**src/bshm_pkg.sv**
```systemverilog
`default_nettype none
package bshm_pkg;
  localparam int DEPTH_DEF = 1024;
  localparam logic [1:0] KIND_LOG = 2'd0;
  localparam logic [1:0] KIND_RD_IDX = 2'd1;
  localparam logic [1:0] KIND_RD_TIME = 2'd2;
  localparam logic [1:0] KIND_CLEAR = 2'd3;
  localparam logic [1:0] ST_OK = 2'd0;
  localparam logic [1:0] ST_EMPTY = 2'd1;
  localparam logic [1:0] ST_SPAN = 2'd2;
  localparam logic [1:0] REG_LEN_LIMIT = 2'd0;
  localparam logic [1:0] REG_LOWER = 2'd1;
  localparam logic [1:0] REG_UPPER = 2'd2;
  localparam logic signed [47:0] SAT_POS = 48'sh7FFF_FFFF_FFFF;

  typedef enum logic [3:0] {
    S_IDLE, S_SCAN_RD, S_SCAN, S_TSRCH_RD, S_TSRCH, S_FETCH, S_FETCH_W,
    S_MUL, S_DIV, S_DIVDONE, S_OUT
  } state_t;

  typedef struct packed {
    logic start;
    logic [63:0] num;
    logic [63:0] den;
  } div_req_t;

  typedef struct packed {
    logic busy;
    logic done;
    logic [63:0] quo;
  } div_rsp_t;
endpackage
`default_nettype wire

```
**src/bshm_div.sv**
```systemverilog
`default_nettype none
module bshm_div (
  input  wire logic clk,
  input  wire logic rst,
  input  wire bshm_pkg::div_req_t req,
  output bshm_pkg::div_rsp_t rsp
);
  import bshm_pkg::*;
  logic [63:0] quo, rem_r, den;
  logic [6:0] cnt;
  logic busy, done;
  logic [64:0] trial;

  always_comb begin
    trial = {rem_r, quo[63]} - {1'b0, den};
  end

  always_ff @(posedge clk) begin
    if (rst) begin
      busy <= 1'b0;
      done <= 1'b0;
      cnt <= '0;
    end else begin
      done <= 1'b0;
      if (req.start) begin
        busy <= 1'b1;
        quo <= req.num;
        den <= req.den;
        rem_r <= '0;
        cnt <= 7'd64;
      end else if (busy) begin
        // one quotient bit per cycle, restoring
        if (!trial[64]) begin
          rem_r <= trial[63:0];
          quo <= {quo[62:0], 1'b1};
        end else begin
          rem_r <= {rem_r[62:0], quo[63]};
          quo <= {quo[62:0], 1'b0};
        end
        cnt <= cnt - 7'd1;
        if (cnt == 7'd1) begin
          busy <= 1'b0;
          done <= 1'b1;
        end
      end
    end
  end

  assign rsp.busy = busy;
  assign rsp.done = done;
  assign rsp.quo = quo;
endmodule
`default_nettype wire

```
**config.mk**
```make
export PLATFORM = sky130hd
export DESIGN_NAME = bshm_div
export DESIGN_NICKNAME = d
export VERILOG_FILES = /design/src/bshm_pkg.sv /design/src/bshm_div.sv
export SDC_FILE = /design/constraint.sdc
export NUM_CORES = 1
export LEC_CHECK = 0
export ABC_CLOCK_PERIOD_IN_PS = 9000
export BUFFER_PORTS_ARGS = -buffer_cell sky130_fd_sc_hd__buf_2
export CAP_MARGIN = 20
export CORE_UTILIZATION = 25
export CTS_CLUSTER_DIAMETER = 80
export DETAILED_ROUTE_END_ITERATION = 10
export GPL_ROUTABILITY_DRIVEN = 0
export SYNTH_ARGS = -nofsm -noshare
export SYNTH_HDL_FRONTEND = slang
export SYNTH_SLANG_ARGS = --single-unit
```
**constraint.sdc**
```tcl
create_clock -name clk -period 9 [get_ports clk]
set_clock_uncertainty 0.15 [all_clocks]
set_input_delay 0.9 -clock clk [delete_from_list [all_inputs] [get_ports clk]]
set_output_delay 0.9 -clock clk [all_outputs]
set_load 0.02 [all_outputs]
```
==> results of run 1 <==
[worst paths after layout]
check / from / endpoint / slack [ns] / cells after the start
max reg2reg: rem_r[35] / rem_r[61] / 4.31 / 12
max: rem_r[35] / rem_r[61] / 4.31 / 12
min: cnt[1] / cnt[1] / 0.36 / 2
min reg2reg: cnt[1] / cnt[1] / 0.36 / 2
[final cells by class]
type / count / area [µm²]
multi-input combinational: 822 / 5670
sequential: 201 / 5950
clock inverter: 8 / 42.5
fill: 5075 / 33600
inverter: 85 / 319
timing repair buffer: 203 / 1040
tap: 615 / 769
clock buffer: 35 / 663
[per-layer routing]
metal | global-route usage, % | vias to the layer above | routed length (µm)
li1 | - | 4722 | -
met4 | 2.67 | 8 | 575
met1 | 16.9 | 4584 | 15100
met5 | 0 | - | 46
met2 | 22.0 | 306 | 15500
met3 | 3.42 | 49 | 2160
[layout by cell type, fill, tap and decap left out, types with 6 or more instances in the layout]
master,count
clkbuf_16,25
inv_1,85
nand3_1,57
nor2b_1,8
a21o_1,32
clkbuf_1,10
o21bai_1,16
nor3_1,13
a21oi_1,144
edfxtp_1,192
o211ai_1,7
o21ai_0,96
nand2_1,66
nor2_1,40
nand4_1,24
a31oi_1,10
ha_1,66
xor2_1,22
a211oi_1,14
o31ai_1,6
mux2_2,63
buf_4,8
o21a_1,7
buf_2,195
or3_1,10
and3_1,10
xnor2_1,35
dfxtp_1,9
[worst register-to-register path, cell delays in order, from the launching register on]
cell and delay [ns]:
edfxtp_1 0.40, ha_1 0.48, nand4_2 0.20, or3_1 0.39, nor4_1 0.40, nand2_1 0.09
a211oi_1 0.40, o211ai_2 0.17, nand3_2 0.16, a21o_1 0.63, buf_4 0.49, nand3_1 0.24
o32ai_1 0.31
[synthesized netlist by cell type, types with 32 or more instances]
cell / n
a21o_1: 32
a21oi_1: 144
mux2_2: 63
o21ai_0: 96
inv_1: 85
nand2_1: 66
nand3_1: 58
nor2_1: 42
ha_1: 66
clkbuf_1: 55
edfxtp_1: 192
xnor2_1: 35
[state kept, by name, summed over array words and instances (netlist names)]
| name | count |
|---|---|
| quo | 64 |
| rem_r | 64 |
| done | 1 |
| den | 64 |
| cnt | 7 |
| busy | 1 |
[cells by family (layout without fill, tap and decap cells)]
| kind of cell | Yosys count | after routing |
|---|---|---|
| AOI/OAI and AO/OA | 370 | 370 |
| adders and majority gates | 67 | 67 |
| and+or+nand+nor | 264 | 264 |
| buffers and inverters | 161 | 331 |
| xor gates and xnor gates | 57 | 57 |
| muxes | 64 | 64 |
| DFF | 201 | 201 |
[where the power goes]
group	internal [mW]	switching, mW	total (mW)
sequential	1.13	0.0387	1.17
clock	0.510	0.387	0.897
combinational	0.317	0.496	0.812
[stage by stage]
step           total power, mW  instances
3_3_place_gp              1.98       1926
5_1_grt                   3.04       1969
2_1_floorplan             1.79       1184
3_5_place_dp              1.99       1926
4_1_cts                   2.91       1969
6_report                  2.88       1969
==> reports/results.tsv, run 1 <==
metric	value	unit
run_status	complete, no violations	
cp_slowest_stage_delay	0.63	ns
synth_area_per_cell	10.3	µm²
grt_setup_unrepaired	no	
maxSlewHeadroom	37.4	%
clock-sinks	201	
cts_buffers	25	
final_nets	1536	
track_usage	13.1	%
vias	9669	
start_util	25.5	%
cts-root-buf	clkbuf_16	
die_x	223	µm
worst_pin_slew	0.939	ns
synth_edf_count	192	
htree_levels	1	
crit_type	flop to flop	
syn-num-nets	1382	
hp-class	flop to flop	
worst_slack	4.31	ns
ys_seq_area_share	48.6	%
floorplan.die_area	49800	µm²
cp.arrival	4.89	ns
synth-xor-area-share	4.08	%
cts_tree	built	
cellPowerDensity	199	nW/µm²
period_needed	4.69	ns
clockBufferDepth	3	
firstDrtPassIters	7	
die_y	223	µm
cp_slowest_cell	a21o_1	
cts-hold-fix-buffers	0	
synthesis.area	12200	µm²
stdcell_area	14400	µm²
final_antenna_net_count	0	
report.final.slew_viol_count	0	
clkLatencyLatePin	0.53	ns
power.leakage	5.76	nW
place_area	13700	µm²
synth_flop_cell	edfxtp_1	
ys_seq_elements	201	
grt_overflow	0	
clock.fmax	213	MHz
ios	197	
layout_worst_path_cycle_share	52.1	%
cts_setup_buffers	0	
synth_top_family_by_area	compound AO/OA/AOI/OAI gates	
setup_viol	0	
ir_drop	145	µV
synth-simple-area-share	11.1	%
grt_pass1_vias	9765	
n_antenna_cell	0	
crit_buf_inv	1	
port_buffers	196	
coreArea	48000	µm²
synth_fa_ha_area_share	6.91	%
grt_max_degree	68	
place_ws	4.38	ns
grt_antenna_before_repair	5	
path_cells	ha_1 -> nand4_2 -> or3_1 -> nor4_1 -> nand2_1 -> a211oi_1 -> o211ai_2 -> nand3_2 -> a21o_1 -> buf_4 -> nand3_1 -> o32ai_1	
clkTransAtPathRegs	0.06	ns
vias_per_cell	4.91	
crit_path_end_kind	flop	
whs	0.362	ns
synth-async-reset-ratio	0	%
crit_required	9.21	ns
dp_hpwl	24.2	mm
post_drt_wl_per_cell	16.9	µm
synth_area_leaders	edfxtp_1 (47%), ha_1 (6.8%), a21oi_1 (5.9%)	
synthCells	1184	
num_rows	80	
grt_pass1_wl	52.8	mm
path_max_fanout	35	
finalSetupTns	0	ns
maxCapViolations	0	
drive_gt1_share	23.0	%
critPathLaunchType	flop	
dr.first_iter.drc_count	706	
synth_top_cell_by_area	edfxtp_1	
postCtsResizedCells	0	
synth_compound_area_share	18.2	%
yosys_warnings	0	
drc	0	
fin_util	30.1	%
synth.distinct_cells	72	
wirelength	33.3	mm
hold_viol	0	
muxShareOfSynthArea	5.88	%
areaGrowthSynthToFinish	18.1	%
critical_path.top_delay_family	compound AO/OA/AOI/OAI gates	
synth_top_area_share	47.1	%
Power figures use the tool's default switching activity.
==> run 2: changes to the inputs <==
--- a/config.mk
+++ b/config.mk
@@ -5,7 +5,7 @@
 export SDC_FILE = /design/constraint.sdc
 export NUM_CORES = 1
 export LEC_CHECK = 0
-export ABC_CLOCK_PERIOD_IN_PS = 9000
+export ABC_CLOCK_PERIOD_IN_PS = 3800
 export BUFFER_PORTS_ARGS = -buffer_cell sky130_fd_sc_hd__buf_2
 export CAP_MARGIN = 20
 export CORE_UTILIZATION = 25
==> constraint.sdc (replaced) <==
create_clock -name clk -period 3.8 [get_ports clk]
set_clock_uncertainty 0.15 [all_clocks]
set_input_delay 0.38 -clock clk [delete_from_list [all_inputs] [get_ports clk]]
set_output_delay 0.38 -clock clk [all_outputs]
set_load 0.02 [all_outputs]
==> reports/results.tsv, run 2 (synthesized netlist as in run 1, its figures left out) <==
metric	value	unit
path_cells	ha_4 -> a21oi_2 -> o211a_1 -> o31ai_2 -> a221o_1 -> or3_4 -> o211ai_4 -> nand3_4 -> and3_4 -> buf_12 -> or4b_1 -> a21oi_2	
maxCapViolations	0	
clkTransAtPathRegs	0.06	ns
maxSlewHeadroom	21.0	%
start_util	25.5	%
final_nets	1741	
reg_top3	den: 64 flops, quo: 64 flops, rem_r: 64 flops	
areaGrowthSynthToFinish	36.4	%
final_common_cell	buf_2	
clockBufferDepth	3	
path_max_fanout	40	
r2r_slack	0.12	ns
vias_per_cell	4.85	
port_buffers	196	
crit_type	flop to flop	
drc	0	
grt_max_degree	67	
dp_hpwl	25.0	mm
grt_antenna_before_repair	1	
dr.first_iter.drc_count	492	
post_drt_wl_per_cell	16.6	µm
num_rows	80	
clock.fmax	272	MHz
die_x	223	µm
htree_levels	1	
power.leakage	6.76	nW
design_power_total	7.52	mW
cts-root-buf	clkbuf_16	
crit_path_end_kind	flop	
critPathMostFrequentCell	a21oi_2	
track_usage	14.1	%
cts_tree	built	
cp_slowest_cell	or4b_1	
cellPowerDensity	451	nW/µm²
floorplan.die_area	49800	µm²
run_status	complete, no violations	
grt_pass1_vias	10600	
clock-sinks	201	
critPathLaunchType	flop	
cts_buffers	26	
vias	10600	
crit_required	4.06	ns
drive_gt1_share	27.3	%
final_antenna_net_count	0	
period_needed	3.68	ns
hold_viol	0	
setup_viol	0	
hp-class	input port to flop	
worst_pin_slew	1.17	ns
cp.arrival	3.94	ns
grt_overflow	0	
mostFrequentLayoutCells	buf_2 (195), edfxtp_1 (192), a21oi_1 (136), dlygate4sd3_1 (129), o21ai_0 (94)	
die_y	223	µm
report.final.slew_viol_count	0	
ios	197	
grt_pass1_wl	56.8	mm
clkLatencyLatePin	0.56	ns
firstDrtPassIters	5	
ir_drop	343	µV
whs	0.116	ns
n_antenna_cell	0	
wirelength	36.2	mm
layout_worst_path_cycle_share	96.9	%
cp_slowest_stage_delay	0.55	ns
coreArea	48000	µm²
## run 2: report_power, final
group | switching, mW | internal (mW) | total, mW
clock network | 1.00 | 1.46 | 2.46
logic | 1.27 | 1.01 | 2.29
registers | 0.100 | 2.67 | 2.78
total | 2.37 | 5.15 | 7.52
## run 2: worst max-delay path: cells and delay by family, from the launching register on
family | cells | cell delay, ns
buffers and inverters | 1 | 0.16
AO/OA/AOI/OAI | 6 | 1.17
AND/OR/NAND/NOR | 4 | 1.33
flip-flops | 1 | 0.43
adder cells (fa/ha/maj) | 1 | 0.29
## run 2: final timing paths
path / start / end / cells after the start
hold reg to reg: cnt[1] / cnt[1] / 2
setup / recovery: rem_r[18] / rem_r[52] / 12
hold / removal: req[128] / busy / 3
setup reg to reg: rem_r[18] / rem_r[52] / 12
## run 2: cell type report
type	instances	area, µm²
inverter	85	319
multi-input combinational	823	5840
sequential	201	5950
clock inverter	15	151
fill	4865	31400
clock buffer	33	707
timing repair buffer	406	2950
tap	615	769
## run 2: what timing repair did
item | CTS | global route
gates cloned | 1 | 0
hold endpoints to repair | 130 | 0
pin swaps | 1 | 3
setup buffers | 0 | 1
hold buffers | 129 | 0
setup endpoints to repair | 39 | 64
gates resized for setup | 1 | 31
## run 2: stage by stage
step / utilization (%) / cell area (µm²) / cells / worst slack [ns] / TNS (ns)
3_5_place_dp: 29.9 / 14400 / 1999 / -0.114 / -1.16
5_1_grt: 34.7 / 16700 / 2178 / -0.0143 / -0.0187
3_3_place_gp: 29.9 / 14400 / 1999 / 0.0549 / 0
4_1_cts: 34.4 / 16500 / 2177 / 0.00196 / 0
2_1_floorplan: - / 12200 / 1184 / 0.323 / 0
6_report: 34.7 / 16700 / 2178 / 0.118 / 0
## run 2: metal layers
| metal | GRT usage, % | vias to the layer above | part of all wire [%] | wire, µm |
|---|---|---|---|---|
| li1 | - | 5138 | - | - |
| met4 | 3.18 | 0 | 1.9 | 690 |
| met1 | 18.6 | 5048 | 45 | 16400 |
| met5 | 0 | - | 0 | 0 |
| met3 | 2.53 | 47 | 5.7 | 2060 |
| met2 | 23.9 | 326 | 47 | 17000 |
==> run 3: changes to the inputs <==
--- a/config.mk
+++ b/config.mk
@@ -8,10 +8,13 @@
 export ABC_CLOCK_PERIOD_IN_PS = 3800
 export BUFFER_PORTS_ARGS = -buffer_cell sky130_fd_sc_hd__buf_2
 export CAP_MARGIN = 20
+export CELL_PAD_IN_SITES_DETAIL_PLACEMENT = 1
+export CELL_PAD_IN_SITES_GLOBAL_PLACEMENT = 1
 export CORE_UTILIZATION = 25
 export CTS_CLUSTER_DIAMETER = 80
 export DETAILED_ROUTE_END_ITERATION = 10
 export GPL_ROUTABILITY_DRIVEN = 0
+export PLACE_DENSITY_LB_ADDON = 0.1
 export SYNTH_ARGS = -nofsm -noshare
 export SYNTH_HDL_FRONTEND = slang
 export SYNTH_SLANG_ARGS = --single-unit
==> reports/results.tsv, run 3 (synthesized netlist as in run 1, its figures left out) <==
metric	value	unit
run_status	complete, no violations	
crit_path_end_kind	flop	
cts_buffers	28	
grt_setup_unrepaired	yes	
coreArea	48000	µm²
port_buffers	196	
combPwrFrac	30.8	%
final_antenna_net_count	0	
final_nets	1745	
hold_viol	0	
design_power_total	7.74	mW
grt_overflow	0	
reg_top3	den: 64 flops, quo: 64 flops, rem_r: 64 flops	
die_y	223	µm
netSwitchingFraction	32.7	%
layout_worst_path_cycle_share	96.3	%
cts_tree	built	
mostFrequentLayoutCells	buf_2 (195), edfxtp_1 (192), a21oi_1 (135), dlygate4sd3_1 (129), o21ai_0 (95)	
grt_pass1_wl	64.8	mm
die_x	223	µm
post_drt_wl_per_cell	18.6	µm
n_antenna_cell	0	
internal-power	5.21	mW
ios	197	
seq_power_share	35.7	%
period_needed	3.66	ns
path_max_fanout	28	
r2r_slack	0.14	ns
areaGrowthSynthToFinish	37.1	%
final_common_cell	buf_2	
p_sw	2.53	mW
place_area	14400	µm²
p_clk_share	33.4	%
grt_pass1_vias	11400	
ir_drop	320	µV
num_rows	80	
firstDrtPassIters	4	
maxCapViolations	0	
drc	0	
setup_viol	0	
vias	10500	
clockBufferDepth	3	
clkTransAtPathRegs	0.06	ns
whs	0.0866	ns
clock.fmax	273	MHz
start_util	25.5	%
wirelength	40.5	mm
hp-class	input port to flop	
grt_max_degree	128	
vias_per_cell	4.79	
drive_gt1_share	28.1	%
grt_antenna_before_repair	0	
crit_type	flop to flop	
clock-sinks	201	
htree_levels	1	
track_usage	16.3	%
report.final.slew_viol_count	0	
cts-root-buf	clkbuf_16	
cellPowerDensity	462	nW/µm²
worst_pin_slew	0.729	ns
power.leakage	6.79	nW
maxSlewHeadroom	50.9	%
stdcell_area	16800	µm²
critPathLaunchType	flop	
crit_required	4.06	ns
floorplan.die_area	49800	µm²
cp.arrival	3.92	ns
clkLatencyLatePin	0.57	ns
dp_hpwl	29.6	mm
dr.first_iter.drc_count	388	
[run 3: final cells by class]
| type | instances | area [µm²] |
|---|---|---|
| multi-input cells | 822 | 5860 |
| fillers | 5388 | 31300 |
| clock inverters | 17 | 166 |
| flip-flops and latches | 201 | 5950 |
| clock buffers | 34 | 723 |
| inverters | 85 | 319 |
| well taps | 615 | 769 |
| repair buffers | 409 | 2990 |
[run 3: through the flow]
step	utilization [%]	cells	setup TNS [ns]	setup WS [ns]
3_3_place_gp	29.9	1997	0	0.0909
2_1_floorplan	-	1184	0	0.323
4_1_cts	34.4	2177	0	0.00757
6_report	34.9	2183	0	0.139
5_1_grt	34.9	2183	-0.0863	-0.0277
3_5_place_dp	29.9	1997	-0.0611	-0.0611
[run 3: power by group through the flow]
stage               logic (mW)  clock network (mW)  registers, mW
finish                    2.39                2.59           2.77
global route              2.65                2.75           2.79
CTS                       2.35                2.70           2.77
detailed placement        2.23                   0           2.81
global placement          2.23                   0           2.80
floorplan                 1.38                   0           2.84
[run 3: final timing paths]
check,start,end,depth (start not counted)
setup / recovery,rem_r[20],rem_r[52],12
hold / removal,req[128],busy,3
setup reg to reg,rem_r[20],rem_r[52],12
hold reg to reg,cnt[1],cnt[1],2
[run 3: what timing repair did]
action,CTS,global route
hold buffers,129,0
setup endpoints to repair,3,65
buffers inserted,0,6
gates resized for setup,5,40
hold endpoints to repair,130,0
pin swaps,0,12
[run 3: layer usage]
metal | GRT usage, % | share of wire (%) | up-vias
li1 | - | - | 5153
met1 | 20.8 | 46 | 5046
met2 | 28.0 | 47 | 206
met3 | 3.41 | 4.6 | 49
met4 | 3.69 | 2.1 | 0
met5 | 0 | 0 | -
[run 3: critical path, stage by stage (launching register included)]
cell and delay [ns]:
edfxtp_1 0.42, ha_4 0.29, a21oi_2 0.16, o211a_1 0.18
o31ai_2 0.07, a221o_1 0.35, or3_4 0.38, o211ai_2 0.20
nand3_2 0.17, and3_4 0.24, buf_12 0.16, or4b_1 0.53
a21oi_1 0.17
